===== src/design/swl_pkg.sv =====
package swl_pkg;

    localparam int unsigned STEP_SLOTS = 20;

    localparam int unsigned FUNC_W  = 3;
    localparam int unsigned INDEX_W = 5;
    localparam int unsigned VALUE_W = 32;
    localparam int unsigned REQ_W   = 10;
    localparam int unsigned STEP_W  = 6;
    localparam int unsigned COUNT_W = 5;
    localparam int unsigned TOL_W   = 31;

    localparam logic [TOL_W-1:0] TOL_RESET = TOL_W'(305);

    typedef enum logic [FUNC_W-1:0] {
        FUNC_WRITE_ENTRY = 3'd0,
        FUNC_SET_LENGTH  = 3'd1,
        FUNC_START       = 3'd2,
        FUNC_STOP        = 3'd3,
        FUNC_SAMPLE      = 3'd4
    } func_t;

    typedef enum logic [1:0] {
        ST_IDLE,
        ST_EVAL,
        ST_NEXT
    } state_t;

endpackage


===== src/design/setpoint_list_walker.sv =====
// Setpoint list walker. A transaction is taken when start is high and busy is low;
// every transaction yields exactly one result, shown for one cycle with done high,
// and the receiver cannot stall it. An accepted transaction does one table read,
// then evaluates in ST_EVAL; a sample that reaches its target and moves on
// does a second read through the step table's one read port and shows its
// setpoint from ST_NEXT. busy stays high until done, so the block accepts a
// new transaction in the cycle done is shown, and none while one is in flight.
// The tolerance register may be written whenever the block is idle;
// cfg_ready is always high. No clearing pass follows reset.
module setpoint_list_walker (
    input  logic                                clk,
    input  logic                                rst_n,

    input  logic                                start,
    output logic                                busy,
    input  logic [swl_pkg::FUNC_W-1:0]          func,
    input  logic [swl_pkg::INDEX_W-1:0]         entry_index,
    input  logic signed [swl_pkg::VALUE_W-1:0]  value,
    input  logic [swl_pkg::REQ_W-1:0]           length_request,

    input  logic                                cfg_valid,
    output logic                                cfg_ready,
    input  logic [swl_pkg::TOL_W-1:0]           cfg_data,

    output logic                                done,
    output logic                                setpoint_valid,
    output logic signed [swl_pkg::VALUE_W-1:0]  setpoint,
    output logic signed [swl_pkg::STEP_W-1:0]   step_number,
    output logic                                walking,
    output logic                                start_allowed,
    output logic                                stop_allowed,
    output logic [swl_pkg::COUNT_W-1:0]         list_length,
    output logic                                rejected
);

    localparam int unsigned VW = swl_pkg::VALUE_W;
    localparam int unsigned SW = swl_pkg::STEP_W;
    localparam int unsigned CW = swl_pkg::COUNT_W;
    localparam int unsigned IW = swl_pkg::INDEX_W;

    swl_pkg::state_t state_reg, state_next;

    logic [swl_pkg::TOL_W-1:0]  tol_reg;
    logic [CW-1:0]              count_reg, count_next;
    logic signed [SW-1:0]       ptr_reg, ptr_next;
    logic                       walk_reg, walk_next;
    logic                       done_reg, done_next;
    logic                       sp_valid_reg, sp_valid_next;
    logic [VW-1:0]              sp_reg, sp_next;
    logic                       rej_reg, rej_next;

    logic [swl_pkg::FUNC_W-1:0] func_reg;
    logic [IW-1:0]              idx_reg;
    logic [VW-1:0]              value_reg;
    logic [swl_pkg::REQ_W-1:0]  req_reg;

    logic [VW-1:0]              step_mem [swl_pkg::STEP_SLOTS];
    logic [VW-1:0]              rd_data_reg;
    logic                       mem_re;
    logic [IW-1:0]              mem_raddr;
    logic                       mem_we;

    logic                       accept;
    logic signed [VW:0]         diff;
    logic [VW:0]                diff_abs;
    logic                       reached;
    logic signed [SW-1:0]       ptr_inc;
    logic                       has_next;
    logic [CW-1:0]              len_sat;

    assign accept    = start && (state_reg == swl_pkg::ST_IDLE);
    assign busy      = (state_reg != swl_pkg::ST_IDLE);
    assign cfg_ready = 1'b1;

    assign diff     = $signed({value_reg[VW-1], value_reg})
                    - $signed({rd_data_reg[VW-1], rd_data_reg});
    assign diff_abs = diff[VW] ? (VW+1)'(-diff) : diff;
    assign reached  = (diff_abs <= {2'b00, tol_reg});
    assign ptr_inc  = ptr_reg + SW'(1);
    assign has_next = (ptr_inc < $signed({1'b0, count_reg}));
    assign len_sat  = (req_reg > swl_pkg::REQ_W'(swl_pkg::STEP_SLOTS))
                    ? CW'(swl_pkg::STEP_SLOTS) : req_reg[CW-1:0];

    always_ff @(posedge clk)
    begin
        if (mem_we)
        begin
            step_mem[idx_reg] <= value_reg;
        end
        if (mem_re)
        begin
            rd_data_reg <= step_mem[mem_raddr];
        end
    end

    always_ff @(posedge clk)
    begin
        if (accept)
        begin
            func_reg  <= func;
            idx_reg   <= entry_index;
            value_reg <= value;
            req_reg   <= length_request;
        end
        sp_reg <= sp_next;
    end

    always_ff @(posedge clk or negedge rst_n)
    begin
        if (!rst_n)
        begin
            state_reg    <= swl_pkg::ST_IDLE;
            tol_reg      <= swl_pkg::TOL_RESET;
            count_reg    <= '0;
            ptr_reg      <= -SW'(1);
            walk_reg     <= 1'b0;
            done_reg     <= 1'b0;
            sp_valid_reg <= 1'b0;
            rej_reg      <= 1'b0;
        end
        else
        begin
            state_reg    <= state_next;
            count_reg    <= count_next;
            ptr_reg      <= ptr_next;
            walk_reg     <= walk_next;
            done_reg     <= done_next;
            sp_valid_reg <= sp_valid_next;
            rej_reg      <= rej_next;
            if (cfg_valid && cfg_ready)
            begin
                tol_reg <= cfg_data;
            end
        end
    end

    always_comb
    begin
        state_next    = state_reg;
        count_next    = count_reg;
        ptr_next      = ptr_reg;
        walk_next     = walk_reg;
        done_next     = 1'b0;
        sp_valid_next = sp_valid_reg;
        sp_next       = sp_reg;
        rej_next      = rej_reg;
        mem_re        = 1'b0;
        mem_raddr     = ptr_reg[IW-1:0];
        mem_we        = 1'b0;

        case (state_reg)
            swl_pkg::ST_IDLE:
            begin
                if (accept)
                begin
                    mem_re     = 1'b1;
                    mem_raddr  = (func == swl_pkg::FUNC_START) ? '0 : ptr_reg[IW-1:0];
                    state_next = swl_pkg::ST_EVAL;
                end
            end

            swl_pkg::ST_EVAL:
            begin
                done_next     = 1'b1;
                sp_valid_next = 1'b0;
                sp_next       = '0;
                rej_next      = 1'b0;
                state_next    = swl_pkg::ST_IDLE;
                case (func_reg)
                    swl_pkg::FUNC_WRITE_ENTRY:
                    begin
                        if (walk_reg || idx_reg >= IW'(swl_pkg::STEP_SLOTS))
                        begin
                            rej_next = 1'b1;
                        end
                        else
                        begin
                            mem_we = 1'b1;
                        end
                    end
                    swl_pkg::FUNC_SET_LENGTH:
                    begin
                        if (walk_reg)
                        begin
                            rej_next = 1'b1;
                        end
                        else
                        begin
                            count_next = len_sat;
                        end
                    end
                    swl_pkg::FUNC_START:
                    begin
                        if (walk_reg || count_reg == '0)
                        begin
                            rej_next = 1'b1;
                        end
                        else
                        begin
                            walk_next     = 1'b1;
                            ptr_next      = '0;
                            sp_valid_next = 1'b1;
                            sp_next       = rd_data_reg;
                        end
                    end
                    swl_pkg::FUNC_STOP:
                    begin
                        if (!walk_reg)
                        begin
                            rej_next = 1'b1;
                        end
                        else
                        begin
                            walk_next = 1'b0;
                            ptr_next  = -SW'(1);
                        end
                    end
                    swl_pkg::FUNC_SAMPLE:
                    begin
                        if (walk_reg && reached)
                        begin
                            if (has_next)
                            begin
                                ptr_next   = ptr_inc;
                                mem_re     = 1'b1;
                                mem_raddr  = ptr_inc[IW-1:0];
                                done_next  = 1'b0;
                                state_next = swl_pkg::ST_NEXT;
                            end
                            else
                            begin
                                walk_next = 1'b0;
                                ptr_next  = -SW'(1);
                            end
                        end
                    end
                    default:
                    begin
                        rej_next = 1'b1;
                    end
                endcase
            end

            swl_pkg::ST_NEXT:
            begin
                done_next     = 1'b1;
                sp_valid_next = 1'b1;
                sp_next       = rd_data_reg;
                state_next    = swl_pkg::ST_IDLE;
            end

            default:
            begin
                state_next = swl_pkg::ST_IDLE;
            end
        endcase
    end

    assign done           = done_reg;
    assign setpoint_valid = sp_valid_reg;
    assign setpoint       = $signed(sp_reg);
    assign step_number    = ptr_reg;
    assign walking        = walk_reg;
    assign start_allowed  = !walk_reg;
    assign stop_allowed   = walk_reg;
    assign list_length    = count_reg;
    assign rejected       = rej_reg;

    a_done_when_idle: assert property (@(posedge clk) disable iff (!rst_n)
        done_reg |-> (state_reg == swl_pkg::ST_IDLE))
        else $error("result strobe outside idle state");

    a_walk_ptr_range: assert property (@(posedge clk) disable iff (!rst_n)
        walk_reg |-> (ptr_reg >= 0 && ptr_reg < $signed({1'b0, count_reg})))
        else $error("step pointer outside list while walking");

    a_stop_ptr: assert property (@(posedge clk) disable iff (!rst_n)
        !walk_reg |-> (ptr_reg == -SW'(1)))
        else $error("step pointer not cleared while stopped");

    a_count_max: assert property (@(posedge clk) disable iff (!rst_n)
        count_reg <= CW'(swl_pkg::STEP_SLOTS))
        else $error("list length above maximum");

    a_setpoint_walking: assert property (@(posedge clk) disable iff (!rst_n)
        (done_reg && sp_valid_reg) |-> walk_reg)
        else $error("setpoint issued while stopped");

    a_eval_after_accept: assert property (@(posedge clk) disable iff (!rst_n)
        (state_reg == swl_pkg::ST_IDLE && start) |=> (state_reg == swl_pkg::ST_EVAL))
        else $error("accepted transaction not evaluated");

endmodule


===== config.mk =====
export PLATFORM = sky130hd
export DESIGN_NAME = setpoint_list_walker
export DESIGN_NICKNAME = d
export VERILOG_FILES = /design/src/design/swl_pkg.sv /design/src/design/setpoint_list_walker.sv
export SDC_FILE = /design/constraint.sdc
export NUM_CORES = 1
export LEC_CHECK = 0
export BUFFER_PORTS_ARGS = -buffer_cell sky130_fd_sc_hd__buf_2
export CAP_MARGIN = 30
export CORE_MARGIN = 4
export CORE_UTILIZATION = 25
export CTS_CLUSTER_SIZE = 20
export DETAILED_ROUTE_END_ITERATION = 6
export GPL_ROUTABILITY_DRIVEN = 0
export GPL_TIMING_DRIVEN = 0
export HOLD_SLACK_MARGIN = 0.15
export PLACE_DENSITY = 0.41
export SLEW_MARGIN = 20
export SYNTH_ARGS = -nofsm -noshare
export SYNTH_HDL_FRONTEND = slang
export SYNTH_SLANG_ARGS = --single-unit

===== constraint.sdc =====
create_clock -name clk -period 14.4 [get_ports clk]
set_input_delay 1.44 -clock clk [delete_from_list [all_inputs] [get_ports clk]]
set_output_delay 1.44 -clock clk [all_outputs]
set_load 0.05 [all_outputs]

# After elaboration in Yosys (flattened, before gate mapping)

Memory sizes are Yosys's and may differ from the RTL's. A register that Yosys moved wholly into a read port is not among the register bits.
Cells that the tools add are included.

Flip-flop bits (word level): 130
RAM bits: 640
Word-level logic and storage cells: 95
Memories kept: 1

$add $sub $neg: 3
Magnitude comparators: 4
Eq/ne operators: 12
Multiplexer cells: 47
Bitwise operators: 1
Reduce and logical (&&, ||, !) cells: 14

Memory list:

| name     | words | width | rd ports | clocked after memory_dff | write ports | RTL line                   | source |
|---|---|---|---|---|---|---|---|
| step_mem | 20    | 32    | 1        | 1                        | 1           | setpoint_list_walker.sv:57 | `logic [VW-1:0] step_mem [swl_pkg::STEP_SLOTS];` |

Operators with widths:

| kind                  | count |
|---|---|
| $mux W32              | 2 |
| $pmux W32 S2          | 1 |
| $le A33 B31 Y1        | 1 |
| $mux W33              | 1 |
| $neg A33 Y33          | 1 |
| $sub A32 B32 Y33      | 1 |
| $mux W5               | 6 |
| $mux W6               | 4 |
| $mux W1               | 21 |
| $pmux W6 S3           | 1 |
| $gt A10 B5 Y1 const B | 1 |
| $ne A2 B2 Y1 const B  | 5 |
| $pmux W5 S2           | 1 |
| $reduce_and A5 Y1     | 2 |
| $eq A3 B2 Y1 const B  | 3 |
| $mux W2               | 4 |
| $add A6 B2 Y6 const B | 1 |
| $lt A6 B6 Y1          | 1 |
| $pmux W1 S2           | 3 |
| $ge A5 B5 Y1 const B  | 1 |
| $logic_not A5 Y1      | 1 |
| $pmux W1 S5           | 1 |
| $pmux W2 S2           | 1 |
| $reduce_bool A2 Y1    | 2 |
| other kinds (13)      | 15 |

# Longest topological paths before layout

Gate-level depths: netlist of run 1.

Depth in word-level cells: 8
Mapped depth: 34

# Worst setup path after synthesis of run 1

OpenSTA, ideal clock, no wires.

Path kind: reg2reg
From: reg value_reg[0]
To: reg rd_data_reg[11], read port of step_mem, data pin
Data arrival time: 7.294 ns
Data required time: 14.141 ns
Setup slack: 6.847 ns
Cell stages (with the launch flop): 32
Buffers on the path: 5
Clock period less this slack: 7.553 ns
Cell sequence: edfxtp_1 -> inv_1 -> ha_1 -> fa_1 -> nand2b_1 -> a21bo_2 -> a21o_1 -> a2111oi_0 -> o21a_1 -> nor2_1 -> o21ai_1 -> clkbuf_1 -> nor2_1 -> xnor2_1 -> ha_1 -> nand4_1 -> or4_1 -> or4_1 -> a21oi_1 -> o21ai_0 -> nand2b_1 -> a311oi_1 -> a211o_1 -> buf_6 -> a21o_1 -> nand2_4 -> buf_8 -> buf_4 -> buf_2 -> mux2i_1 -> o22ai_1 -> a211o_1

Cells in the longest elaborated chain, start to end: 8
Elaborated cells on any way between the ends: 11

RTL lines:

| element                                           | RTL line                    | source |
|---|---|---|
| start: declaration                                | setpoint_list_walker.sv:54  | `logic [VW-1:0] value_reg;` |
| start signal: assignment                          | setpoint_list_walker.sv:102 | `value_reg <= value;` |
| $sub A32 B32 Y33 (*)                              | setpoint_list_walker.sv:76  | `- $signed({rd_data_reg[VW-1], rd_data_reg});` |
| $neg A33 Y33                                      | setpoint_list_walker.sv:77  | `assign diff_abs = diff[VW] ? (VW+1)'(-diff) : diff;` |
| $mux W33 (*)                                      | setpoint_list_walker.sv:77  |  |
| $le A33 B31 Y1 (*)                                | setpoint_list_walker.sv:78  | `assign reached = (diff_abs <= {2'b00, tol_reg});` |
| $logic_and A1 B1 Y1 (*)                           | setpoint_list_walker.sv:220 | `if (walk_reg && reached)` |
| $mux W5 / $mux W1 (equally long branches)         | setpoint_list_walker.sv:220 |  |
| $mux W5 / $mux W1 (equally long branches)         | setpoint_list_walker.sv:169 | `case (func_reg)` |
| $pmux W5 S2 / $pmux W1 S2 (equally long branches) | setpoint_list_walker.sv:151 | `case (state_reg)` |
| end: declaration                                  | setpoint_list_walker.sv:58  | `logic [VW-1:0] rd_data_reg;` |

Mark *: on every way between the ends. The rest lies on a longest branch, timed or not.
A chain may end at the register's enable or synchronous reset.

# Worst setup path after layout of run 1

From: reg value_reg[0]
To: reg rd_data_reg[3], read port of step_mem, data pin

The elaborated chain is that of the path after synthesis.

==> reports/results.txt, run 1 <==
Run status = finished clean
Setup bufs post-CTS = 0
Core Area = 140000 µm²
Nature of the critical path startpoint = flop
Die Height = 384 µm
Worst R2R Path Depth = 30
DRC = 0
Top_reg_cell synth = sky130_fd_sc_hd__edfxtp_1
Post-Route WL = 111000 µm
Initial core utilization = 25.2%
Skew-Pair Late Insertion Delay = 0.67 ns
Register-to-register path setup slack = 3.40 ns
Post-DP HPWL = 82900 µm
TritonCTS clock tree = yes
Max frequency = 90.9 MHz
Num CTS Buffers = 93
Worst-case setup margin in the final layout = 3.40 ns
Net Sw Frac = 42.0%
H-Tree Level Count = 3
Die area = 147000 µm²
Largest register FFs = 640
Power Internal = 5.87 mW
RSZ-0062 raised after global routing = false
Peak fanout along the critical path = 21
Number of enable-type register cells in the synthesized netlist = 754
Number of top-level design ports = 136
Final-report setup violation count = 0
Pin count of the biggest net entering global routing = 41
Combined area of all synthesized cells = 35300 µm²
Critical path data arrival time = 11.49 ns
Number of vias per cell = 4.75
Post_cts resized = 0
Worst-case clock buffer depth = 3
Area used by sequential logic in the layout = 23900 µm²
Slowest Stage Delay on Critical Path = 1.01 ns
Number of violations of the max-capacitance limit = 0
Type of element capturing the critical path = flop
Type of the tightest min-delay check = flop to flop
Final Hold Vio Count = 0
Final period utilization = 76.4%
Worst slack on hold paths = 0.506 ns
Instance count of the mapped netlist = 2457
Area taken by multi-input logic gates = 10400 µm²
Reg clk slew, reported paths = 0.06 ns
Part of the total power dissipated in combinational logic = 47.2%
1st-iter DRT viols = 1562
Post-layout min period = 11.00 ns
Horizontal die dimension = 384 µm
Setup TNS = 0 ns
Remaining global-route overflow = 0
Required @ worst endpoint = 14.90 ns
Relative contribution of sequential cells to total power = 30.0%
Worst flop-to-flop path endpoint = rd_data_reg[3]
Post-layout net count = 2892
Post-Synthesis Mean Instance Area = 14.4 µm²
Count of final max-slew check failures = 0
Number of antenna violations at the first check in global routing = 3
Critical path class = flop to flop
Total net switching power = 4.24 mW
Total number of vias = 22231
RR Startpoint = value_reg[0]
Number of synthesized register bits = 802
Wire length per cell after detailed routing = 23.7 µm
Fill cells = 14045
Total GRT Usage = 14.8%
Share of post-route cells with drive strength above 1 = 16.7%
Clk pwr share = 22.7%
Net count after synthesis = 2617
Syn-to-layout area delta = 19.4%
Number of buffers added on ports = 133
CP most frequent cell = sky130_fd_sc_hd__a2111oi_0
Post-layout instance area = 42100 µm²
IR Drop Worst-Case VDD = 0.103 mV
Worst hold path endpoint = list_length[1]
CTS Hold Buffers Added = 0
Cell area after placement = 39100 µm²
Register name with the most flops = step_mem
Number of warnings printed during yosys synthesis = 0
Floorplan row count = 137
Pwr/cell area = 240 nW/µm²
CTS sink cnt = 802
Global-route wire length before repair = 160000 µm
Beginning of the worst hold path = req_reg[1]
Drt first pass iters = 5
Static Leakage = 14.7 nW
Post-DRT Antenna Nets = 0
Count of unique library cells instantiated by Yosys = 91
Fraction of the yosys area taken by sequential cells = 67.7%
Clock tree skew after final layout = 0.0274 ns
Cells on Worst Hold Path = 1
Critical-path top delay cell = sky130_fd_sc_hd__a2111oi_0
Number of global-route vias before repair = 22902
Cell chosen for the clock root = sky130_fd_sc_hd__clkbuf_16
Ys async rst share = 5.99%
Setup slack after placement = 3.11 ns
Relative slew margins = 16.4%
Least-Margin Pin Slew = 1.22 ns
[layer usage]
metal,vias to the layer above,routed length (µm),global-route usage [%],share of wire (%)
met5,-,0,0,0
met3,142,4810,1.96,4.3
li1,10249,-,-,-
met1,11252,49200,19.5,44
met4,0,2720,4.25,2.4
met2,588,54500,25.5,49
[cells in the mapped netlist, types with 55 or more instances]
cell	number	area share (%)
sky130_fd_sc_hd__edfxtp_1	754	64
sky130_fd_sc_hd__mux2i_1	156	4.4
sky130_fd_sc_hd__nand2_1	116	1.2
sky130_fd_sc_hd__and3_1	107	1.9
sky130_fd_sc_hd__nor2_1	102	1.1
sky130_fd_sc_hd__inv_1	89	0.95
sky130_fd_sc_hd__ha_1	74	2.6
sky130_fd_sc_hd__a31oi_1	70	1.2
sky130_fd_sc_hd__a2111oi_0	69	1.7
sky130_fd_sc_hd__clkbuf_1	69	0.73
sky130_fd_sc_hd__a211oi_1	68	1.4
sky130_fd_sc_hd__o21ai_0	67	0.95
sky130_fd_sc_hd__a21boi_0	64	1.4
sky130_fd_sc_hd__a21oi_1	61	0.87
sky130_fd_sc_hd__buf_2	55	0.78
[layout by cell type (no fill, tap or decap), types with 14 or more instances in the layout]
| master | n |
|---|---|
| sky130_fd_sc_hd__mux2i_1 | 156 |
| sky130_fd_sc_hd__buf_12 | 17 |
| sky130_fd_sc_hd__buf_2 | 189 |
| sky130_fd_sc_hd__nor2_4 | 15 |
| sky130_fd_sc_hd__nand3_1 | 32 |
| sky130_fd_sc_hd__a211o_1 | 33 |
| sky130_fd_sc_hd__clkinv_2 | 15 |
| sky130_fd_sc_hd__nand2_1 | 116 |
| sky130_fd_sc_hd__clkbuf_16 | 95 |
| sky130_fd_sc_hd__o32ai_1 | 31 |
| sky130_fd_sc_hd__clkbuf_1 | 97 |
| sky130_fd_sc_hd__o21ai_0 | 67 |
| sky130_fd_sc_hd__a31oi_1 | 70 |
| sky130_fd_sc_hd__dfrtp_1 | 38 |
| sky130_fd_sc_hd__o22ai_1 | 30 |
| sky130_fd_sc_hd__a211oi_1 | 68 |
| sky130_fd_sc_hd__xnor2_1 | 35 |
| sky130_fd_sc_hd__buf_1 | 15 |
| sky130_fd_sc_hd__a21boi_0 | 64 |
| sky130_fd_sc_hd__nand4_1 | 24 |
| sky130_fd_sc_hd__and2_1 | 18 |
| sky130_fd_sc_hd__edfxtp_1 | 754 |
| sky130_fd_sc_hd__nor3_1 | 15 |
| sky130_fd_sc_hd__ha_1 | 73 |
| sky130_fd_sc_hd__nor2_1 | 87 |
| sky130_fd_sc_hd__inv_1 | 89 |
| sky130_fd_sc_hd__xor2_1 | 15 |
| sky130_fd_sc_hd__a2111oi_0 | 66 |
| sky130_fd_sc_hd__a21o_1 | 14 |
| sky130_fd_sc_hd__buf_4 | 15 |
| sky130_fd_sc_hd__o21a_1 | 16 |
| sky130_fd_sc_hd__mux2_2 | 33 |
| sky130_fd_sc_hd__o211ai_1 | 16 |
| sky130_fd_sc_hd__a21oi_1 | 61 |
| sky130_fd_sc_hd__and3_1 | 105 |
[critical path: cells and delay by family (launching register included)]
family	cells	cell delay [ns]
compound gates	13	4.42
xor+xnor	1	0.16
fa+ha+maj	3	1.00
buf+inv	5	1.74
flops	1	0.80
simple gates	8	2.64
[through the flow]
stage          instances  util [%]  power [mW]
3_3_place_gp        4466      27.4        7.80
3_5_place_dp        4510      28.0        7.88
2_1_floorplan       2457         -        6.13
6_report            4684      30.1        10.1
4_1_cts             4680      30.1        10.2
5_1_grt             4683      30.1        10.7
[power by group through the flow]
stage / combinational [mW] / clock, mW / sequential [mW]
6_report: 4.78 / 2.30 / 3.04
5_1_grt: 5.21 / 2.47 / 3.06
4_1_cts: 4.81 / 2.37 / 3.04
3_5_place_dp: 4.79 / 0 / 3.09
3_3_place_gp: 4.71 / 0 / 3.09
2_1_floorplan: 2.93 / 0 / 3.20
[layout make-up]
| type | count | share of cell area (%) |
|---|---|---|
| inverters | 89 | 0.794 |
| clock inverters | 47 | 1.12 |
| flip-flops and latches | 802 | 56.7 |
| repair buffers | 180 | 3.28 |
| plain buffers | 151 | 1.86 |
| multi-input cells | 1415 | 24.8 |
| well taps | 1876 | 5.58 |
| clock buffers | 123 | 5.90 |
| diodes | 1 | 0.00595 |
[worst max-delay path by stage]
| stage | to | cells after the start | startpoint |
|---|---|---|---|
| 6_report | rd_data_reg[3] | 30 | value_reg[0] |
| 5_1_grt | rd_data_reg[3] | 29 | value_reg[1] |
| 4_1_cts | rd_data_reg[3] | 29 | value_reg[0] |
| 3_5_place_dp | rd_data_reg[3] | 28 | value_reg[1] |
| 3_3_place_gp | rd_data_reg[26] | 30 | value_reg[5] |
| 2_1_floorplan | rd_data_reg[11] | 31 | value_reg[0] |
[kinds of logic after synthesis]
logic type      Yosys count  synth area share [%]
fa+ha+maj                75                  2.68
mux                     190                  5.51
simple gates            490                  7.24
buf+inv                 240                  3.16
flops                   802                  67.7
other cells               1                0.0106
xor+xnor                 50                  1.24
compound gates          609                  12.5
Note: power is estimated with default switching activity, not from simulation.
==> run 2, diff against run 1 <==
--- a/config.mk
+++ b/config.mk
@@ -14,7 +14,7 @@
 export GPL_ROUTABILITY_DRIVEN = 0
 export GPL_TIMING_DRIVEN = 0
 export HOLD_SLACK_MARGIN = 0.15
-export PLACE_DENSITY = 0.41
+export PLACE_DENSITY = 0.42
 export SLEW_MARGIN = 20
 export SYNTH_ARGS = -nofsm -noshare
 export SYNTH_HDL_FRONTEND = slang
==> constraint.sdc (replaced) <==
create_clock -name clk -period 10 [get_ports clk]
set_input_delay 1 -clock clk [delete_from_list [all_inputs] [get_ports clk]]
set_output_delay 1 -clock clk [all_outputs]
set_load 0.05 [all_outputs]
==> run 2 against run 1 <==
Register-to-register slack worse by 3.0 ns. Non-clock buffer count increased by 24. Global-route usage rose by 0.056 points. Largest cell class unchanged. Core utilization up 0.22 points.
==> reports/results.txt, run 2 (synthesis gave the netlist of run 1 again) <==
CTS Hold Buffers Added = 0 (unchanged)
Static Leakage = 14.9 nW (+0.90%)
RR Startpoint = value_reg[18]
Slowest Stage Delay on Critical Path = 0.72 ns (-0.29 ns)
Most common library cell in the layout ignoring fill and taps = sky130_fd_sc_hd__edfxtp_1
Number of antenna violations at the first check in global routing = 4 (+1)
Total GRT Usage = 14.9% (+0.056 points)
Power Internal = 8.47 mW (+44%)
TritonCTS clock tree = yes
Cell area after placement = 39000 µm² (-0.34%)
Number of global-route vias before repair = 22784 (-0.52%)
Clock tree skew after final layout = 0.0377 ns (+0.0103 ns)
Least-Margin Pin Slew = 0.988 ns (-0.235 ns)
Setup slack after placement = -1.26 ns (-4.37 ns)
IR Drop Worst-Case VDD = 0.132 mV (+28%)
Relative slew margins = 34.1% (+18 points)
Reg clk slew, reported paths = 0.07 ns (about the same)
Remaining global-route overflow = 0 (unchanged)
Num CTS Buffers = 91 (-2.2%)
Number of buffers added on ports = 133 (unchanged)
Critical path class = flop to flop
Number of violations of the max-capacitance limit = 0 (unchanged)
Type of element capturing the critical path = flop
Type of the tightest min-delay check = primary input to asynchronous set/reset pin
Worst-case clock buffer depth = 3 (unchanged)
Endpoint of the most critical setup path = rd_data_reg[18]
Final period utilization = 96.1% (+20 points)
Skew-Pair Late Insertion Delay = 0.69 ns (+0.02 ns)
Floorplan row count = 137 (unchanged)
Required @ worst endpoint = 10.53 ns (-4.37 ns)
Post-layout min period = 9.61 ns (-1.39 ns)
Part of the total power dissipated in combinational logic = 48.3% (+1.1 points)
Clk pwr share = 22.3% (-0.4 points)
Number of top-level design ports = 136 (unchanged)
CTS sink cnt = 802 (unchanged)
RSZ-0062 raised after global routing = false
Share of post-route cells with drive strength above 1 = 18.6% (+1.8 points)
H-Tree Level Count = 3 (unchanged)
Worst slack on hold paths = 0.279 ns (-0.227 ns)
Post-Route WL = 114000 µm (+2.3%)
Peak fanout along the critical path = 11 (-48%)
1st-iter DRT viols = 2004 (+28%)
Run status = finished clean
Total power = 14.7 mW (+46%)
Setup TNS = 0 ns (unchanged)
Pin count of the biggest net entering global routing = 41 (unchanged)
Relative contribution of sequential cells to total power = 29.4% (-0.6 points)
Worst-case setup margin in the final layout = 0.392 ns (-3.01 ns)
Core Area = 140000 µm² (unchanged)
Post-DRT Antenna Nets = 0 (unchanged)
Critical path origin = value_reg[18]
Horizontal die dimension = 384 µm (unchanged)
Cell chosen for the clock root = sky130_fd_sc_hd__clkbuf_16
Syn-to-layout area delta = 20.2%
Final Hold Vio Count = 0 (unchanged)
Pwr/cell area = 347 nW/µm² (+44%)
Initial core utilization = 25.2% (unchanged)
Final cell count without fillers = 4708 (+0.51%)
Global-route wire length before repair = 160000 µm (-0.14%)
Placed Cells incl. Taps = 4502 (-0.18%)
Post-layout instance area = 42400 µm² (+0.73%)
Max frequency = 104 MHz (+14%)
Die area = 147000 µm² (unchanged)
DRC = 0 (unchanged)
Number of vias per cell = 4.75 (about the same)
Post-layout net count = 2914 (+0.76%)
Worst R2R Path Depth = 32 (+6.7%)
Worst flop-to-flop path endpoint = rd_data_reg[18]
Die Height = 384 µm (unchanged)
Count of final max-slew check failures = 0 (unchanged)
Top library cells by usage in the layout, fill and taps aside = sky130_fd_sc_hd__edfxtp_1 (754), sky130_fd_sc_hd__buf_2 (189), sky130_fd_sc_hd__mux2i_1 (156)
Register-to-register path setup slack = 0.39 ns (-3.01 ns)
Drt first pass iters = 5 (unchanged)
Final-report setup violation count = 0 (unchanged)
Critical-path top delay cell = sky130_fd_sc_hd__a2111oi_1
Largest register FFs = 640 (unchanged)
Total net switching power = 6.25 mW (+47%)
Post-Route Utilization = 30.3% (+0.22 points)
Net Sw Frac = 42.5% (+0.50 points)
Wire length per cell after detailed routing = 24.1 µm (+1.8%)
Register name with the most flops = step_mem
Post-DP HPWL = 82000 µm (-1.1%)
Critical path data arrival time = 10.14 ns (-1.35 ns)
Nature of the critical path startpoint = flop
Total number of vias = 22352 (+0.54%)
[run 2: cell count changes in the layout (fill, tap and decap cells not counted), moves of 3 or more]
| cell | previous run | this run |
|---|---|---|
| sky130_fd_sc_hd__a2111oi_1 | 3 | 9 |
| sky130_fd_sc_hd__buf_4 | 15 | 31 |
| sky130_fd_sc_hd__clkinv_1 | 13 | 26 |
| sky130_fd_sc_hd__buf_16 | 9 | 5 |
| sky130_fd_sc_hd__clkbuf_1 | 97 | 76 |
| sky130_fd_sc_hd__clkbuf_4 | 2 | 10 |
| sky130_fd_sc_hd__a2111oi_0 | 66 | 47 |
| sky130_fd_sc_hd__a2111oi_2 | 1 | 13 |
| sky130_fd_sc_hd__buf_1 | 15 | 12 |
| sky130_fd_sc_hd__inv_6 | 6 | 3 |
| sky130_fd_sc_hd__clkbuf_2 | 1 | 5 |
| sky130_fd_sc_hd__buf_12 | 17 | 23 |
[run 2: what timing repair did]
action	4_1_cts	5_1_grt
resized for setup	32	14
endpoints found under the hold margin	0	0
setup endpoints to repair	32	31
pin swaps	1	0
buffers inserted	5	29
[run 2: layout make-up]
type                    instances  area, µm²
fillers                     14038      97500
flip-flops and latches        802      23900
multi-input cells            1415      10600
clock buffers                 105       2370
well taps                    1876       2350
repair buffers                204       1580
plain buffers                 151        788
clock inverters                64        538
inverters                      89        334
diodes                          2       5.00
[run 2: layer usage]
layer / up-vias / GRT usage [%] / routed length [µm]
met2: 573 / 25.3 / 54500
met1: 11350 / 19.5 / 50400
met4: 0 / 4.77 / 3140
met3: 141 / 2.26 / 5700
li1: 10288 / - / -
met5: - / 0 / 0
[run 2: critical path: cells and delay by family, from the launching register on]
family                     cells  cell delay, ns
buffers and inverters          6            1.69
AOI/OAI and AO/OA              9            2.80
adders and majority gates      2            0.58
DFF                            1            0.43
and+or+nand+nor               13            3.54
xor gates and xnor gates       2            0.37
[run 2: worst min-delay path by stage]
stage / from / to / slack, ns / depth (start not counted)
finish: rst_n / stop_allowed / 0.28 / 1
detailed placement: req_reg[1] / list_length[1] / 0.49 / 1
CTS: rst_n / stop_allowed / 0.24 / 1
floorplan: req_reg[1] / list_length[1] / 0.46 / 1
global route: rst_n / stop_allowed / 0.29 / 1
global placement: req_reg[1] / list_length[1] / 0.48 / 1
[run 2: power by group through the flow]
stage	registers (mW)	logic, mW	clock network [mW]
2_1_floorplan	4.60	4.22	0
3_3_place_gp	4.45	6.75	0
3_5_place_dp	4.45	6.87	0
4_1_cts	4.38	6.97	3.38
5_1_grt	4.35	7.72	3.51
6_report	4.32	7.11	3.28
==> run 3, diff against run 2 <==
--- a/config.mk
+++ b/config.mk
@@ -7,6 +7,7 @@
 export LEC_CHECK = 0
 export BUFFER_PORTS_ARGS = -buffer_cell sky130_fd_sc_hd__buf_2
 export CAP_MARGIN = 30
+export CORE_ASPECT_RATIO = 2
 export CORE_MARGIN = 4
 export CORE_UTILIZATION = 25
 export CTS_CLUSTER_SIZE = 20
==> constraint.sdc (replaced) <==
create_clock -name clk -period 10 [get_ports clk]
set_input_delay 1 -clock clk [delete_from_list [all_inputs] [get_ports clk]]
set_output_delay 1 -clock clk [all_outputs]
set_load 0.02 [all_outputs]
==> run 3 against run 2 <==
Count of clock-buffer cells in the layout decreased by 16. First-iteration DRC count decreased by 22%. Worst hold slack improved by 0.069 ns. Worst setup slack got worse by 0.023 ns. Total power decreased by 0.84%. Clock power decreased by 6.4%. Clock skew decreased by 0.011 ns. Cell count decreased by 0.51%. Sequential cell count unchanged. Global-route usage increased by 1.9 points. Largest power group unchanged. Core utilization about the same. Sequential share of layout area decreased by 0.055 points.
==> reports/results.txt, run 3 (synthesis gave the netlist of run 1 again) <==
Number of global-route vias before repair = 24047 (+5.5%)
Post-Route WL = 127000 µm (+12%)
Share of post-route cells with drive strength above 1 = 19.6% (+1.0 points)
Met2 Wirelength = 72100 µm (+32%)
DRC = 0 (unchanged)
Number of top-level design ports = 136 (unchanged)
Max frequency = 104 MHz (-0.24%)
Reg clk slew, reported paths = 0.07 ns (about the same)
Power Internal = 8.34 mW (-1.5%)
Number of vias per cell = 4.86 (+2.3%)
Die Height = 539 µm (+41%)
Critical-path top delay cell = sky130_fd_sc_hd__or4_1
Clk pwr share = 21.0% (-1.3 points)
Top library cells by usage in the layout, fill and taps aside = sky130_fd_sc_hd__edfxtp_1 (754), sky130_fd_sc_hd__buf_2 (194), sky130_fd_sc_hd__mux2i_1 (156)
Final-report setup violation count = 0 (unchanged)
Horizontal die dimension = 274 µm (-29%)
Global-route wire length before repair = 177000 µm (+11%)
Pin count of the biggest net entering global routing = 49 (+20%)
Peak fanout along the critical path = 10 (-1)
Setup slack after placement = -1.43 ns (-0.173 ns)
Number of buffers added on ports = 133 (unchanged)
CTS sink cnt = 802 (unchanged)
Worst flop-to-flop path endpoint = rd_data_reg[26]
Buf+Inv Stages, Crit Path = 6 (unchanged)
TritonCTS clock tree = yes
CTS Hold Buffers Added = 0 (unchanged)
Length of routed met3 wiring = 4680 µm (-18%)
Post-DP HPWL = 92600 µm (+13%)
Syn-to-layout area delta = 20.3% (about the same)
IR Drop Worst-Case VDD = 0.151 mV (+14%)
Die area = 147000 µm² (+0.25%)
Least-Margin Pin Slew = 1.06 ns (+0.0766 ns)
1st-iter DRT viols = 1556 (-22%)
Fill cells = 13976 (-0.44%)
Net Sw Frac = 42.9% (+0.39 points)
Number of antenna violations at the first check in global routing = 11 (+7)
Static Leakage = 14.9 nW (+0.37%)
Required @ worst endpoint = 10.41 ns (-0.12 ns)
Final period utilization = 96.3% (+0.23 points)
Core Area = 140000 µm² (+0.13%)
Post-Route M1 WL = 42600 µm (-15%)
CP most frequent cell = sky130_fd_sc_hd__nand2_1
Skew-Pair Late Insertion Delay = 0.69 ns (about the same)
RR Startpoint = rd_data_reg[18]
Type of element capturing the critical path = flop
Kind of cell adding the most delay to the critical path = simple AND/OR/NAND/NOR gates
Run status = finished clean
Clock tree skew after final layout = 0.0271 ns (-0.0105 ns)
Floorplan row count = 194 (+42%)
Part of the total power dissipated in combinational logic = 49.1% (+0.8 points)
Nature of the critical path startpoint = flop
Number of violations of the max-capacitance limit = 0 (unchanged)
Cell chosen for the clock root = sky130_fd_sc_hd__clkbuf_16
Final Hold Vio Count = 0 (unchanged)
Remaining global-route overflow = 0 (unchanged)
Drt first pass iters = 5 (unchanged)
H-Tree Level Count = 3 (unchanged)
Count of final max-slew check failures = 0 (unchanged)
Relative contribution of sequential cells to total power = 29.9% (+0.5 points)
Worst R2R Path Depth = 32 (unchanged)
Most common library cell in the layout ignoring fill and taps = sky130_fd_sc_hd__edfxtp_1
Total GRT Usage = 16.8% (+1.9 points)
Relative slew margins = 29.0% (-5.1 points)
Critical path class = flop to flop
Total number of vias = 22741 (+1.7%)
Wire length per cell after detailed routing = 27.2 µm (+12%)
Post-layout net count = 2914 (unchanged)
Pwr/cell area = 344 nW/µm² (-0.93%)
Total net switching power = 6.25 mW (about the same)
Num CTS Buffers = 77 (-15%)
Critical path data arrival time = 10.04 ns (-0.10 ns)
Worst-case setup margin in the final layout = 0.369 ns (-0.0232 ns)
Setup TNS = 0 ns (unchanged)
Type of the tightest min-delay check = primary input to asynchronous set/reset pin
Worst-case clock buffer depth = 3 (unchanged)
Largest register FFs = 640 (unchanged)
Topmost layer with routed signal wires = met5
Register name with the most flops = step_mem
Register-to-register path setup slack = 0.37 ns (-0.02 ns)
Post-DRT Antenna Nets = 0 (unchanged)
Post-layout min period = 9.63 ns (+0.0232 ns)
Initial core utilization = 25.2% (-0.033 points)
Slowest Stage Delay on Critical Path = 0.64 ns (-0.08 ns)
RSZ-0062 raised after global routing = false
run 3: area by class of cell:
cell class	count	area, µm²	share of cell area [%]
Clock inverter	53	554	1.31
Clock buffer	89	2030	4.78
Inverter	89	334	0.787
Tap cell	1862	2330	5.49
Timing Repair Buffer	218	1860	4.39
Antenna cell	5	12.5	0.0295
Sequential cell	802	23900	56.2
Buffer	151	807	1.90
Multi-Input combinational cell	1415	10700	25.1
run 3: worst reg2reg max path: cells and delay by family (launching register included):
| kind | cells | cell delay, ns |
|---|---|---|
| flip-flops | 1 | 0.54 |
| AND/OR/NAND/NOR | 14 | 3.96 |
| adder cells (fa/ha/maj) | 2 | 0.58 |
| XOR/XNOR | 2 | 0.43 |
| multiplexers | 1 | 0.35 |
| buffers and inverters | 6 | 1.49 |
| AO/OA/AOI/OAI | 7 | 2.00 |
run 3: layer usage:
layer / GRT usage [%] / vias up
li1: - / 10279
met1: 16.2 / 11559
met2: 33.7 / 667
met3: 2.25 / 226
met4: 8.44 / 10
met5: 0 / -
run 3: worst max-delay path by stage:
stage                         start              end  cells past startpoint
finish              rd_data_reg[18]  rd_data_reg[26]                     32
global placement       value_reg[5]   rd_data_reg[5]                     30
CTS                   value_reg[15]  rd_data_reg[25]                     29
global route           value_reg[0]  rd_data_reg[25]                     33
detailed placement     value_reg[1]   rd_data_reg[0]                     29
floorplan              value_reg[0]  rd_data_reg[11]                     31
run 3: stage by stage:
stage                     utilization, %  instances  hold WS [ns]  power (mW)  area (µm²)
after floorplan                        -       2457         0.462        8.63       35300
after global placement              27.3       4452         0.495        11.2       38300
after detailed placement            28.1       4504         0.480        11.5       39300
after CTS                           30.1       4656         0.353        14.7       42100
after global routing                30.3       4683         0.400        15.4       42400
final                               30.3       4684         0.348        14.6       42400
run 3: timing repair:
action | 4_1_cts | 5_1_grt
pin swaps | 0 | 1
setup endpoints to repair | 32 | 31
endpoints found under the hold margin | 0 | 0
setup buffers | 10 | 18
gates resized for setup | 15 | 47
run 3: power groups by stage:
stage / Combinational (mW) / Sequential, mW / Clock [mW]
after floorplan: 4.21 / 4.42 / 0
after global placement: 6.70 / 4.55 / 0
after detailed placement: 6.98 / 4.50 / 0
after CTS: 7.11 / 4.42 / 3.15
after global routing: 7.71 / 4.38 / 3.26
final: 7.16 / 4.37 / 3.07
